File: src/vertex_view_transform_clip_project_top_defines.svh
// assertion macros shared by the vertex transform rtl
// expects clk and rst in the scope where a macro is used
`ifndef VERTEX_VIEW_TRANSFORM_CLIP_PROJECT_TOP_DEFINES_SVH
`define VERTEX_VIEW_TRANSFORM_CLIP_PROJECT_TOP_DEFINES_SVH

// property that must hold at every edge outside reset
`define VVTCP_ASSERT(name, prop, msg) \
  name: assert property (@(posedge clk) disable iff (rst) (prop)) else $error(msg);

// implication checked at every edge outside reset
`define VVTCP_ASSERT_IMPL(name, ante, cons, msg) \
  name: assert property (@(posedge clk) disable iff (rst) (ante) |-> (cons)) else $error(msg);

`endif

File: src/vvtcp_pkg.sv
// shared constants, register codes and divider item types
// no dependencies
package vvtcp_pkg;

  localparam int COORD_WIDTH_DEF = 20;
  localparam int MATRIX_FRAC_DEF = 16;
  localparam int VIEW_W          = 24;
  localparam int HALF_W          = 11;
  localparam int SCREEN_W        = 16;
  localparam int CLIP_W          = 7;
  localparam int PLANE_OFF_W     = 40;
  localparam int REG_IDX_W       = 3;

  // quotient width: sized for the dividend |view| * half size * 16
  localparam int DIV_W = VIEW_W - 1 + HALF_W + 4;
  localparam int REM_W = VIEW_W - 1;

  typedef enum logic [REG_IDX_W-1:0] {
    REG_RIGHT_ROW,
    REG_UP_ROW,
    REG_FORWARD_ROW,
    REG_VIEW_ORIGIN,
    REG_FAR_SCREEN,
    REG_PLANE_WEIGHTS,
    REG_PLANE_OFFSET,
    REG_PLANE_ON
  } reg_idx_t;

  localparam int CLIP_RIGHT  = 0;
  localparam int CLIP_TOP    = 1;
  localparam int CLIP_LEFT   = 2;
  localparam int CLIP_BOTTOM = 3;
  localparam int CLIP_BEHIND = 4;
  localparam int CLIP_FAR    = 5;
  localparam int CLIP_PLANE  = 6;

  typedef struct packed {
    logic [REM_W-1:0] rem;
    logic [DIV_W-1:0] num;
    logic             neg;
  } div_lane_t;

  typedef struct packed {
    div_lane_t                 lx;
    div_lane_t                 ly;
    logic [REM_W-1:0]          divisor;
    logic signed [VIEW_W-1:0]  vx;
    logic signed [VIEW_W-1:0]  vy;
    logic signed [VIEW_W-1:0]  vz;
    logic [CLIP_W-1:0]         clip;
    logic [HALF_W-1:0]         w2;
    logic [HALF_W-1:0]         h2;
    logic                      proj;
  } div_item_t;

endpackage

File: src/vvtcp_div_cell.sv
// one restoring-division cell: one quotient bit for x and y per item
// depends on vvtcp_pkg
module vvtcp_div_cell (
  input  logic                 clk,
  input  logic                 rst,
  input  logic                 in_valid,
  input  vvtcp_pkg::div_item_t in_item,
  output logic                 in_ready,
  output logic                 out_valid,
  output vvtcp_pkg::div_item_t out_item,
  input  logic                 out_ready
);
  import vvtcp_pkg::*;

  function automatic div_lane_t div_step(input div_lane_t a, input logic [REM_W-1:0] dv);
    logic [REM_W:0] t;
    logic           ge;
    div_lane_t      o;
    t  = {a.rem, a.num[DIV_W-1]};
    ge = t >= {1'b0, dv};
    o.rem = ge ? REM_W'(t - {1'b0, dv}) : t[REM_W-1:0];
    o.num = {a.num[DIV_W-2:0], ge};
    o.neg = a.neg;
    return o;
  endfunction

  div_item_t nxt;
  always_comb begin
    nxt    = in_item;
    nxt.lx = div_step(in_item.lx, in_item.divisor);
    nxt.ly = div_step(in_item.ly, in_item.divisor);
  end

  assign in_ready = !out_valid || out_ready;

  always_ff @(posedge clk) begin
    if (rst) begin
      out_valid <= 1'b0;
    end else if (in_ready) begin
      out_valid <= in_valid;
    end
  end

  always_ff @(posedge clk) begin
    if (in_ready) out_item <= nxt;
  end

endmodule

File: config.mk
export PLATFORM = sky130hd
export DESIGN_NAME = vvtcp_div_cell
export DESIGN_NICKNAME = d
export VERILOG_FILES = /design/src/vertex_view_transform_clip_project_top_defines.svh /design/src/vvtcp_pkg.sv /design/src/vvtcp_div_cell.sv
export SDC_FILE = /design/constraint.sdc
export NUM_CORES = 1
export LEC_CHECK = 0
export BUFFER_PORTS_ARGS = -buffer_cell sky130_fd_sc_hd__buf_2
export CAP_MARGIN = 20
export CELL_PAD_IN_SITES_DETAIL_PLACEMENT = 0
export CELL_PAD_IN_SITES_GLOBAL_PLACEMENT = 1
export CORE_AREA = 3 3 196 198
export CTS_CLUSTER_SIZE = 16
export DETAILED_ROUTE_END_ITERATION = 8
export DIE_AREA = 0 0 199 201
export PLACE_DENSITY = 0.77
export SLEW_MARGIN = 30
export SYNTH_ARGS = -nofsm -noshare
export SYNTH_HDL_FRONTEND = slang
export SYNTH_SLANG_ARGS = --single-unit
File: constraint.sdc
create_clock -name clk -period 7.4 [get_ports clk]
set_clock_uncertainty 0.2 [all_clocks]
set_input_delay 0.74 -clock clk [delete_from_list [all_inputs] [get_ports clk]]
set_output_delay 0.74 -clock clk [all_outputs]
set_load 0.03 [all_outputs]
; ---- Word-level counts from Yosys, hierarchy flattened
; Index checks and enable logic that the tools add are counted.
[word_totals]
register_bits = 250
inputBits = 253
output_inout_bits = 251
[classes]
addsub = 2
magnitude_cmp = 2
muxes = 2
reduce_logical = 2
[ops]
columns = op, count
row1 = 24-bit by 23-bit >= comparator with 1-bit output, 2
row2 = 23-bit 2-to-1 mux, 2
row3 = 23-bit subtractor, 2
row4 = 1-bit zero test, 1
row5 = 1-bit logical OR, 1

; ---- Depth between registers and ports, before layout
[depth]
word_depth = 2
depth_mapped = 12

; ---- Worst setup path before layout
; OpenSTA, ideal clock, no wires.
[synth_timing]
path_kind = input-to-output
start = input out_ready
end = output in_ready
arrival_time_ns = 6.927
path_slack_ns = -0.467
path_stages = 1
path_buffers = 0
path_cell_list = nand2b_1
[synth_between]
elab_chain_cells = 1
[synth_lines]
columns = item, line
row1 = start: declaration, vvtcp_div_cell.sv:11  ; input logic out_ready
row2 = 1-bit logical OR, vvtcp_div_cell.sv:34  ; assign in_ready = !out_valid || out_ready;
row3 = end: declaration, vvtcp_div_cell.sv:8  ; output logic in_ready,
; No other way between the ends.

==> flow_summary.ini <==
[status]
status = finished clean

[detailed_routing]
drt_iter0_markers = 547
drc_errors = 0
viasPerCell = 4.82
ant_nets = 0
routedWlPerCell_um = 24.3
num_vias = 8521
dr.pass1.iters = 5
routed_wl_um = 42900

[min_path]
hp-class = input pin to flip-flop
hold-path-cell-count = 2

[grt]
grt-ovfl-total = 0
grt_max_degree = 190
globalRouteTotalUtil_pct = 20.2
grt_pass1_wl_um = 59000
grt_pass1_vias = 8413
antenna_found_initial = 29

[pwr]
ir_worst_vdd_v = 0.000161
p_per_area_nw_per_um2 = 271
p_leak_nw = 6.48
switching_share_pct = 30.3
pwr-share-clk_pct = 35.1
intPower_mw = 2.79
comb_power_share_pct = 21.2
power.switching_mw = 1.21
pwr-share-seq_pct = 43.7

[cts]
cts_sinks = 250
post-cts-setup-buffer-count = 0
cts_resized = 0
root_buffer = clkbuf_16
numCtsBuffers = 30
clk_pin_slew_worst_paths_ns = 0.06
hold_buffers = 0
clockBufferDepth = 3
worstSkewPairLatency_ns = 0.56
htreeDepth = 1
cts_tree = built

[critical_path]
required_ns = 7.51
cp.arrival_ns = 3.50
critical_path.top_delay_family = adder cells
slowest_stage = nand3b_1
path_depth = 10
start_kind = input pin
endpoint_kind = flip-flop
path_cells = buf_2 > ha_1 > fa_1 > nor2b_1 > o31a_1 > o21ai_2 > a211o_1 > nand3b_1 > buf_4 > mux2_2
path_class = input pin to flip-flop
cp_max_fo = 24
reg2reg_depth = 3
cp_num_buf_inv = 2
cpPeakStageDelay_ns = 0.45

[yosys]
synth_cells = 739
ys_seq_area_share_pct = 70.0
synth_top_area_share_pct = 69.8
yosysTopAreaCell = edfxtp_1
ys_ff_latch = 250
yosysWarnings = 0
async_flop_share_pct = 0
avgSynthCellArea_um2 = 14.5
yosysUniqueCellTypes = 67
synth_ff_type = edfxtp_1
yosys-top-cells-area = edfxtp_1 (70%), ha_1 (5.4%), a21oi_1 (2.5%)
synth_edf_count = 249
synth_nets = 1040
syn_area_um2 = 10700

[floorplanning]
num_rows = 70
io_pins = 504
die_h_um = 201
initial_core_util_pct = 29.2
die_area_um2 = 40000
die_w_um = 199
core_area_um2 = 36700

[cells_and_area]
final_cells = 1768
seq_area_um2 = 7500
drive_gt1_share_pct = 45.1
num-fill-cells = 3537
multiInputGateArea_um2 = 2960
areaGrowthSynthToFinish_pct = 37.8
nets = 1562

[sta]
rsz0062_at_grt = false
final.period_utilization_pct = 45.9
final_max_slew_viol_count = 0
worst_pin_slew_ns = 0.894
finalSetupViolations = 0
post-route-min-period_ns = 3.39
setup_tns_ns = 0
hold_viol = 0
fmax_ghz = 0.295
slew_headroom_pct = 40.4

[placed_design]
io_buffer_count = 503
place.gp.congestion = 0.867
dp.cells = 1696
dp_hpwl_um = 34400

[flow_run]
max-cap-violations = 0
==> final timing paths <==
kind                      from       endpoint  slack (ns)
setup reg to reg     out_valid  out_item[241]        4.72
setup / recovery  in_item[102]  out_item[239]        4.01
hold / removal             rst      out_valid        0.14
hold reg to reg      out_valid      out_valid        0.97
==> layout make-up <==
class,instances,area share (%)
tap,468,3.97
sequential,250,50.8
inverter,39,0.992
clock inverter,17,1.03
timing repair buffer,507,17.6
antenna,17,0.288
clock buffer,37,5.26
multi-input combinational,433,20.1
==> power by group through the flow <==
stage	registers, mW	clock network [mW]	logic [mW]
after floorplan	2.06	0	0.261
after global placement	1.78	0	0.849
after detailed placement	1.78	0	0.853
after CTS	1.75	1.46	0.857
after global routing	1.76	1.51	0.904
final	1.75	1.41	0.848
==> Yosys cell counts (2+ instances only) <==
master,instances
a211oi_1,8
a211oi_2,2
a21o_1,9
a21oi_1,53
a31o_2,4
a31oi_1,7
and2_1,2
and3_1,5
and4_1,2
buf_2,8
buf_4,4
buf_6,3
edfxtp_1,249
fa_1,2
ha_1,46
inv_1,38
mux2_2,11
mux2i_1,2
nand2_1,58
nand2b_1,6
nand3_1,6
nand3b_1,3
nand4_1,7
nor2_1,48
nor2b_1,9
nor3_1,5
nor4_1,2
o2111ai_1,3
o211ai_1,5
o21a_1,7
o21ai_0,44
o21ai_1,4
o21bai_1,4
o31ai_1,6
or3_1,5
xnor2_1,18
xor2_1,14
==> routing by layer <==
metal  track usage [%]  wire (um)
met5                 0        176
met4              7.00       1780
met3              9.33       4990
met2              33.9      20300
met1              22.6      15600
==> registers in the layout, indices dropped and copies added, names as in the netlist <==
| name | flops |
|---|---|
| out_valid | 1 |
| out_item | 249 |
==> through the flow <==
step	setup WS [ns]	power (mW)	hold slack [ns]	util, %	instance area (um^2)
finish	4.01	4.00	0.139	40.2	14800
global route	3.82	4.18	0.115	40.1	14700
CTS	4.02	4.07	0.106	40.0	14700
detailed placement	3.39	2.63	0.704	37.5	13800
global placement	3.36	2.63	0.696	37.4	13700
floorplan	2.47	2.32	0.609	-	10700
==> cell families after synthesis <==
logic type / count (synthesis) / synth area share [%]
AOI/OAI and AO/OA: 176 / 10.7
xor gates and xnor gates: 32 / 2.62
adders and majority gates: 48 / 5.75
buffers and inverters: 56 / 2.42
DFF: 250 / 70.0
muxes: 14 / 1.48
and+or+nand+nor: 163 / 7.06
==> layout by cell type, fill, tap and decap left out, types with 14 or more instances in the layout <==
cell	n
buf_2	503
edfxtp_1	249
nand2_1	58
a21oi_1	53
nor2_1	48
ha_1	46
o21ai_0	44
inv_1	38
clkbuf_16	30
xnor2_1	18
diode_2	17
xor2_1	14
Note: power is estimated with default switching activity, not from simulation.
