### src/vertex_view_transform_clip_project_top_defines.svh
// assertion macros shared by the vertex transform rtl
// expects clk and rst in the scope where a macro is used
`ifndef VERTEX_VIEW_TRANSFORM_CLIP_PROJECT_TOP_DEFINES_SVH
`define VERTEX_VIEW_TRANSFORM_CLIP_PROJECT_TOP_DEFINES_SVH

// property that must hold at every edge outside reset
`define VVTCP_ASSERT(name, prop, msg) \
  name: assert property (@(posedge clk) disable iff (rst) (prop)) else $error(msg);

// implication checked at every edge outside reset
`define VVTCP_ASSERT_IMPL(name, ante, cons, msg) \
  name: assert property (@(posedge clk) disable iff (rst) (ante) |-> (cons)) else $error(msg);

`endif

### src/vvtcp_pkg.sv
// shared constants, register codes and divider item types
// no dependencies
package vvtcp_pkg;

  localparam int COORD_WIDTH_DEF = 20;
  localparam int MATRIX_FRAC_DEF = 16;
  localparam int VIEW_W          = 24;
  localparam int HALF_W          = 11;
  localparam int SCREEN_W        = 16;
  localparam int CLIP_W          = 7;
  localparam int PLANE_OFF_W     = 40;
  localparam int REG_IDX_W       = 3;

  // quotient width: sized for the dividend |view| * half size * 16
  localparam int DIV_W = VIEW_W - 1 + HALF_W + 4;
  localparam int REM_W = VIEW_W - 1;

  typedef enum logic [REG_IDX_W-1:0] {
    REG_RIGHT_ROW,
    REG_UP_ROW,
    REG_FORWARD_ROW,
    REG_VIEW_ORIGIN,
    REG_FAR_SCREEN,
    REG_PLANE_WEIGHTS,
    REG_PLANE_OFFSET,
    REG_PLANE_ON
  } reg_idx_t;

  localparam int CLIP_RIGHT  = 0;
  localparam int CLIP_TOP    = 1;
  localparam int CLIP_LEFT   = 2;
  localparam int CLIP_BOTTOM = 3;
  localparam int CLIP_BEHIND = 4;
  localparam int CLIP_FAR    = 5;
  localparam int CLIP_PLANE  = 6;

  typedef struct packed {
    logic [REM_W-1:0] rem;
    logic [DIV_W-1:0] num;
    logic             neg;
  } div_lane_t;

  typedef struct packed {
    div_lane_t                 lx;
    div_lane_t                 ly;
    logic [REM_W-1:0]          divisor;
    logic signed [VIEW_W-1:0]  vx;
    logic signed [VIEW_W-1:0]  vy;
    logic signed [VIEW_W-1:0]  vz;
    logic [CLIP_W-1:0]         clip;
    logic [HALF_W-1:0]         w2;
    logic [HALF_W-1:0]         h2;
    logic                      proj;
  } div_item_t;

endpackage

### src/vvtcp_result_if.sv
// output channel: transformed point, clip codes and screen position
// depends on vvtcp_pkg
interface vvtcp_result_if;
  logic                                   valid;
  logic                                   ready;
  logic signed [vvtcp_pkg::VIEW_W-1:0]    view_x;
  logic signed [vvtcp_pkg::VIEW_W-1:0]    view_y;
  logic signed [vvtcp_pkg::VIEW_W-1:0]    view_z;
  logic [vvtcp_pkg::CLIP_W-1:0]           clip_codes;
  logic signed [vvtcp_pkg::SCREEN_W-1:0]  screen_x;
  logic signed [vvtcp_pkg::SCREEN_W-1:0]  screen_y;
  logic                                   screen_valid;

  modport source (output valid, view_x, view_y, view_z, clip_codes, screen_x, screen_y,
                  screen_valid, input ready);
  modport sink (input valid, view_x, view_y, view_z, clip_codes, screen_x, screen_y,
                screen_valid, output ready);
endinterface

### src/vvtcp_back.sv
// quotient sign, screen offset and saturation into the output register
// depends on vvtcp_pkg and vvtcp_result_if
module vvtcp_back (
  input  logic                 clk,
  input  logic                 rst,
  input  logic                 in_valid,
  input  vvtcp_pkg::div_item_t in_item,
  output logic                 in_ready,
  vvtcp_result_if.source       res
);
  import vvtcp_pkg::*;

  localparam int SW = DIV_W + 2;
  localparam logic signed [SW-1:0] SMAX = SW'((longint'(1) << (SCREEN_W - 1)) - 1);
  localparam logic signed [SW-1:0] SMIN = -SMAX - SW'(1);

  logic signed [SW-1:0]       qx, qy, sx, sy;
  logic signed [SCREEN_W-1:0] sx_sat, sy_sat;

  always_comb begin
    qx = in_item.lx.neg ? -SW'({1'b0, in_item.lx.num}) : SW'({1'b0, in_item.lx.num});
    qy = in_item.ly.neg ? -SW'({1'b0, in_item.ly.num}) : SW'({1'b0, in_item.ly.num});
    sx = SW'({1'b0, in_item.w2, 4'b0000}) + qx;
    sy = SW'({1'b0, in_item.h2, 4'b0000}) - qy;
    if (sx > SMAX)      sx_sat = SMAX[SCREEN_W-1:0];
    else if (sx < SMIN) sx_sat = SMIN[SCREEN_W-1:0];
    else                sx_sat = sx[SCREEN_W-1:0];
    if (sy > SMAX)      sy_sat = SMAX[SCREEN_W-1:0];
    else if (sy < SMIN) sy_sat = SMIN[SCREEN_W-1:0];
    else                sy_sat = sy[SCREEN_W-1:0];
    if (!in_item.proj) begin
      sx_sat = '0;
      sy_sat = '0;
    end
  end

  assign in_ready = !res.valid || res.ready;

  always_ff @(posedge clk) begin
    if (rst) begin
      res.valid <= 1'b0;
    end else if (in_ready) begin
      res.valid <= in_valid;
    end
  end

  always_ff @(posedge clk) begin
    if (in_ready) begin
      res.view_x       <= in_item.vx;
      res.view_y       <= in_item.vy;
      res.view_z       <= in_item.vz;
      res.clip_codes   <= in_item.clip;
      res.screen_x     <= sx_sat;
      res.screen_y     <= sy_sat;
      res.screen_valid <= in_item.proj;
    end
  end

endmodule
### src/flat_wrapper.sv
// flat-port wrapper written by rule: the top's interface ports become plain ports
module vvtcp_back_flat import vvtcp_pkg::*;
  (clk, rst, in_valid, in_item, in_ready, res_valid, res_view_x, res_view_y, res_view_z, res_clip_codes, res_screen_x, res_screen_y, res_screen_valid, res_ready);
  vvtcp_result_if res_i ();
  input  logic clk;
  input  logic rst;
  input  logic in_valid;
  input  vvtcp_pkg::div_item_t in_item;
  output logic in_ready;
  output wire logic [$bits(res_i.valid)-1:0] res_valid;
  output wire logic [$bits(res_i.view_x)-1:0] res_view_x;
  output wire logic [$bits(res_i.view_y)-1:0] res_view_y;
  output wire logic [$bits(res_i.view_z)-1:0] res_view_z;
  output wire logic [$bits(res_i.clip_codes)-1:0] res_clip_codes;
  output wire logic [$bits(res_i.screen_x)-1:0] res_screen_x;
  output wire logic [$bits(res_i.screen_y)-1:0] res_screen_y;
  output wire logic [$bits(res_i.screen_valid)-1:0] res_screen_valid;
  input wire logic [$bits(res_i.ready)-1:0] res_ready;
  assign res_valid = res_i.valid;
  assign res_view_x = res_i.view_x;
  assign res_view_y = res_i.view_y;
  assign res_view_z = res_i.view_z;
  assign res_clip_codes = res_i.clip_codes;
  assign res_screen_x = res_i.screen_x;
  assign res_screen_y = res_i.screen_y;
  assign res_screen_valid = res_i.screen_valid;
  assign res_i.ready = res_ready;
  vvtcp_back u_core (.clk(clk), .rst(rst), .in_valid(in_valid), .in_item(in_item), .in_ready(in_ready), .res(res_i));
endmodule
### config.mk
export PLATFORM = sky130hd
export DESIGN_NAME = vvtcp_back_flat
export DESIGN_NICKNAME = d
export VERILOG_FILES = /design/src/vertex_view_transform_clip_project_top_defines.svh /design/src/vvtcp_pkg.sv /design/src/vvtcp_result_if.sv /design/src/vvtcp_back.sv /design/src/flat_wrapper.sv
export SDC_FILE = /design/constraint.sdc
export NUM_CORES = 1
export LEC_CHECK = 0
export BUFFER_PORTS_ARGS = -buffer_cell sky130_fd_sc_hd__buf_2
export CORE_ASPECT_RATIO = 2
export CORE_UTILIZATION = 35
export CTS_CLUSTER_SIZE = 28
export DETAILED_ROUTE_END_ITERATION = 10
export GPL_ROUTABILITY_DRIVEN = 1
export GPL_TIMING_DRIVEN = 1
export HOLD_SLACK_MARGIN = 0.03
export SLEW_MARGIN = 10
export SYNTH_ARGS = -nofsm -noshare
export SYNTH_HDL_FRONTEND = slang
export SYNTH_SLANG_ARGS = --single-unit
### constraint.sdc
create_clock -name clk -period 6 [get_ports clk]
set_clock_uncertainty 0.1 [all_clocks]
set_input_delay 0.3 -clock clk [delete_from_list [all_inputs] [get_ports clk]]
set_output_delay 0.3 -clock clk [all_outputs]
set_load 0.005 [all_outputs]
After elaboration in Yosys (flattened, before gate mapping). Index checks and enable logic that the tools add are counted.

Bits in registers: 113. Input bits: 253. Output and inout bits: 114. Logic and storage cells: 29.

$add $sub $neg: 4. Magnitude comparators: 4. Multiplexer cells: 6. Bitwise operators: 1. Reduce and logical (&&, ||, !) cells: 4.

Operators by type and width (count): $gt 40x16->1 const B (2); $lt 40x16->1 const B (2); $mux 40 (2); $neg 38->40 (2); $add 15x40->40 (1); $sub 15x40->40 (1); $mux 16 (2); $mux 15 (2); $reduce_or 2->1 (2); $logic_not 1->1 (1); $logic_or 1x1->1 (1); $not 1->1 (1).

Longest topological paths before layout.
Word-level depth: 6. Mapped depth: 21. Gate-level depth less buffers: 19.

Worst setup path after synthesis. No wires, ideal clock.

Path kind: input to register. Start point: in in_item[125] (netlist name). End point: reg u_core.res.screen_y[10] (data pin). Setup time: 0.268 ns. Arrival time: 5.178 ns. Required time: 5.632 ns. Path slack: 0.455 ns. Cell stages on the path: 21. Cells stage by stage: clkbuf_1 buf_1 clkbuf_1 clkbuf_1 clkbuf_1 buf_1 o31ai_1 xor2_1 ha_1 nand2_1 o21ai_0 o21ba_2 o21ai_1 o211ai_2 a2111o_1 nor3_1 mux2i_1 nand3_1 nor4_4 buf_6 o21ai_0.

Cells in the longest elaborated chain, start to end: 5.

RTL lines: from (decl) (line flat_wrapper.sv:8) `input vvtcp_pkg::div_item_t in_item;`; $mux 40 (*) (line vvtcp_back.sv:22) `qy = in_item.ly.neg ? -SW'({1'b0, in_item.ly.num}) : SW'({1'b0, in_item.ly.num});`; $sub 15x40->40 (*) (line vvtcp_back.sv:24) `sy = SW'({1'b0, in_item.h2, 4'b0000}) - qy;`; $lt 40x16->1 (line vvtcp_back.sv:29) `else if (sy < SMIN) sy_sat = SMIN[SCREEN_W-1:0];`; $mux 16 (line vvtcp_back.sv:29); $mux 15 (*) (line vvtcp_back.sv:28) `if (sy > SMAX) sy_sat = SMAX[SCREEN_W-1:0];`; to (signal assigned) (line vvtcp_back.sv:54) `res.screen_y <= sy_sat;`; to (decl) (line vvtcp_result_if.sv:14) `modport source (output valid, view_x, view_y, view_z, clip_codes, screen_x, screen_y,`.

Mark *: on every way between the ends. The rest lies on a longest branch, timed or not. A chain may end at the register's enable or synchronous reset.

Final worst setup path.
Start point: in in_item[131] (netlist name). End point: reg u_core.res.screen_y[7] (data pin).

Cells in the longest elaborated chain, start to end: 6.

RTL lines (line): $neg 38->40 (vvtcp_back.sv:22); $mux 40 (*) (vvtcp_back.sv:22); $sub 15x40->40 (*) (vvtcp_back.sv:24); $lt 40x16->1 (vvtcp_back.sv:29); $mux 16 (vvtcp_back.sv:29); $mux 15 (*) (vvtcp_back.sv:28).

Marks and branches as above.

==> results by group <==
Floorplanning
  • Die Ht: 227.9 um
  • I/O pin total: 367
  • Die Area: 26190 sq um
  • Core area: 25030 sq um
  • DIE WIDTH: 114.9 um
  • Starting Density: 0.3567
  • # rows: 82

Finish
  • Seq. cell area: 3383 sq um
  • Share of layout cells above drive strength 1: 0.2910
  • Non-Filler Instances: 1668
  • Area growth syn-to-layout: 37.79%
  • Area of the multi-input gates: 5276 sq um
  • Filler cells: 2362
  • Final nets: 1596

STA
  • Max Clk Rate: 196.2 MHz
  • Final TNS setup: 0 ns
  • Setup Viol. Count Final: 0
  • Worst slew pin tran: 0.9465 ns
  • Min Tclk post-route: 5.098 ns
  • Final Hold Vio Count: 0
  • Final Cycle Share: 0.8497
  • Unrepaired setup endpoints after global routing: no
  • Pins Over Slew Limit: 0
  • Slew HR: 0.3632

Synthesis
  • Net Count, Synth: 1218
  • Post-synthesis average cell area: 9.510 sq um
  • Sequential area share after synthesis: 0.3789
  • Most frequent cells after synthesis: edfxtp_1 (112), nand2_1 (77), xnor2_1 (57)
  • Top_reg_cell synth: edfxtp_1
  • Synthesized flop and latch total: 113
  • Post-Synth Simple-Gate Area: 0.2266
  • Synth area leader: edfxtp_1
  • Mux share of post-synthesis cell area: 0.01864
  • Post-synth ARST share: 0
  • Combinational family with the most area after synthesis: simple AND/OR/NAND/NOR gates
  • Mapped cell area: 8930 sq um
  • Synth area leaders: edfxtp_1 (38%), xnor2_1 (5.6%), xor2_1 (5.1%)
  • Area share of the largest cell type after synthesis: 0.3766
  • Count leader, synth: edfxtp_1
  • Synth Area in Adders: 0.03727
  • Compound-Gate Fraction of Synth Area: 0.1988
  • EDFF count, synth: 112
  • Mapped Cells: 939
  • Count of cell types in the netlist: 82
  • Post-Synth XOR/XNOR Area: 0.1087
  • Synth warn: 0

Route
  • Vias: 9171
  • Remaining antenna violation count: 0
  • Via density: 5.498
  • Routed WL: 31650 um
  • Residual DRC count: 0
  • Post-DR wirelength/cell: 18.97 um
  • Detailed Routing Iterations Pass 1: 7
  • DR iter-0 viols: 527

CTS
  • Post-cts sizing count: 0
  • Max clock buf depth: 2
  • # H-tree levels: 4
  • CTS buffer count: 17
  • CTS tree: yes
  • Worst-Skew Late Latency: 0.42 ns
  • Clock-pin slew on the worst setup and hold paths: 0.06 ns
  • Root buf cell: clkbuf_16
  • Clock sinks: 113

Global routing
  • Vias in the first global route: 9074
  • GR Overflow Total: 0
  • Largest net degree at the start of global routing: 72
  • All-Layer GR Usage: 0.2372
  • First-pass GRT wire length: 47750 um
  • Initial antenna violation count: 2

Setup path
  • CP Capture Type: flop
  • Startpoint types: primary input
  • Worst Path Arrival: 5.26 ns
  • CP required: 6.16 ns
  • Crit path kind: in2reg
  • Critical Path Fanout Max: 15

Run status
  • Run status: complete, no violations

Placement
  • DP Cell Count: 1552
  • GP Congestion: 0.9095
  • Port buffer count: 297
  • Detailed Place HPWL: 24480 um

Min path
  • Worst min path class: in2reg

Job
  • Max Cap Viol: 0

Power and ir drop
  • Maximum vdd drop: 0.0001680 V
  • P_leak: 4.912 nW
  • Power Dens Cells: 223.7 nW/um^2
[worst paths after layout]
kind / startpoint / to / slack, ns / cells after the start
worst max-delay path: in_item[131] / u_core.res.screen_y[7] / 0.90 / 17
worst min-delay path: in_item[188] / u_core.res.screen_x[0] / 0.17 / 3
worst max register to register: u_core.res.valid / u_core.res.view_z[2] / 3.82 / 2
worst min register to register: u_core.res.valid / u_core.res.view_x[8] / 1.16 / 1
[layout make-up]
class,count,area share
inverters,26,0.007932
flip-flops and latches,113,0.2750
multi-input cells,759,0.4288
clock buffers,17,0.03457
repair buffers,400,0.2003
clock inverters,15,0.01881
well taps,336,0.03417
diodes,2,0.0004068
[through the flow]
step	hold WS (ns)	setup WS [ns]	util	total power, mW	cell area [sq um]
floorplan	0.2691	0.4546	-	1.357	8930
global placement	0.3590	0.5621	0.4323	1.595	10820
detailed placement	0.3605	0.4747	0.4323	1.606	10820
CTS	0.1563	0.9062	0.4913	2.766	12300
global route	0.1791	0.4832	0.4914	2.871	12300
finish	0.1745	0.9021	0.4915	2.752	12300
[registers in the layout (all words and copies together) (netlist names)]
register / flops
u_core.res.screen_valid: 1
u_core.res.view_y: 24
u_core.res.screen_y: 16
u_core.res.clip_codes: 7
u_core.res.view_z: 24
u_core.res.valid: 1
u_core.res.view_x: 24
u_core.res.screen_x: 16
[logic make-up (layout without fill, tap and decap cells)]
group	count (synthesis)	after routing
simple gates	356	356
compound gates	251	251
flops	113	113
xor+xnor	110	110
buf+inv	67	458
fa+ha+maj	26	26
mux	16	16
other cells	0	2
[critical path, cell delays in order]
cell	delay, ns
buf_2	0.15
or4_1	0.60
or3_1	0.42
nand2_1	0.10
xor2_1	0.07
ha_1	0.35
nand2_1	0.09
o21ai_0	0.17
o21ba_2	0.17
o21ai_1	0.47
o211ai_2	0.31
a2111o_1	0.58
nor3_1	0.29
o2111ai_1	0.19
o41ai_4	0.71
o21ai_0	0.18
o21ai_0	0.11
[power breakdown]
group | total [mW] | switching [mW] | leakage, nW | internal [mW]
sequential | 0.963 | 0.0204 | 1.19 | 0.942
combinational | 0.678 | 0.379 | 3.41 | 0.299
clock | 1.11 | 0.370 | 0.314 | 0.741
total | 2.75 | 0.770 | 4.91 | 1.98
[routing by layer]
layer,GRT usage,wire (um),up-vias
met3,0.04649,1956,85
met4,0.1473,1656,2
met2,0.4573,17360,365
met5,0,8,-
li1,-,-,4425
met1,0.2187,10660,4294
[repair_timing]
action                                 CTS  global route
buffers inserted                         0             0
endpoints found under the hold margin   81             0
hold buffers                            82             0
[placed cells by master (no fill, tap or decap), types with 6 or more instances in the layout]
master         netlist  final
and3_1              11     11
o21ai_1              7      7
mux2i_1             11     11
edfxtp_1           112    112
o21ai_0             50     50
a211oi_1             8      8
and2_1               6      6
nand2b_1            14     13
nand3_1             28     28
buf_4                0     21
clkbuf_16            0     17
o31a_1               6      6
o41ai_1             15     15
a21oi_1             47     47
dlygate4sd3_1        0     82
nand3b_1             6      6
nand4b_1             6      6
nand4_1             25     25
nand2_1             77     77
a31oi_1             12     12
xor2_1              52     52
or3_1               22     22
or4_1               15     15
xnor2_1             57     57
a41oi_1              6      6
nor2_1              41     41
ha_1                25     25
o21a_1              10     10
nor3_1              41     41
o31ai_1             19     19
buf_2                2    297
nor4_1              29     29
o211ai_1             8      8
o21bai_1             7      7
a21o_1               8      8
inv_1               26     26
(Power assumes the default switching activity.)
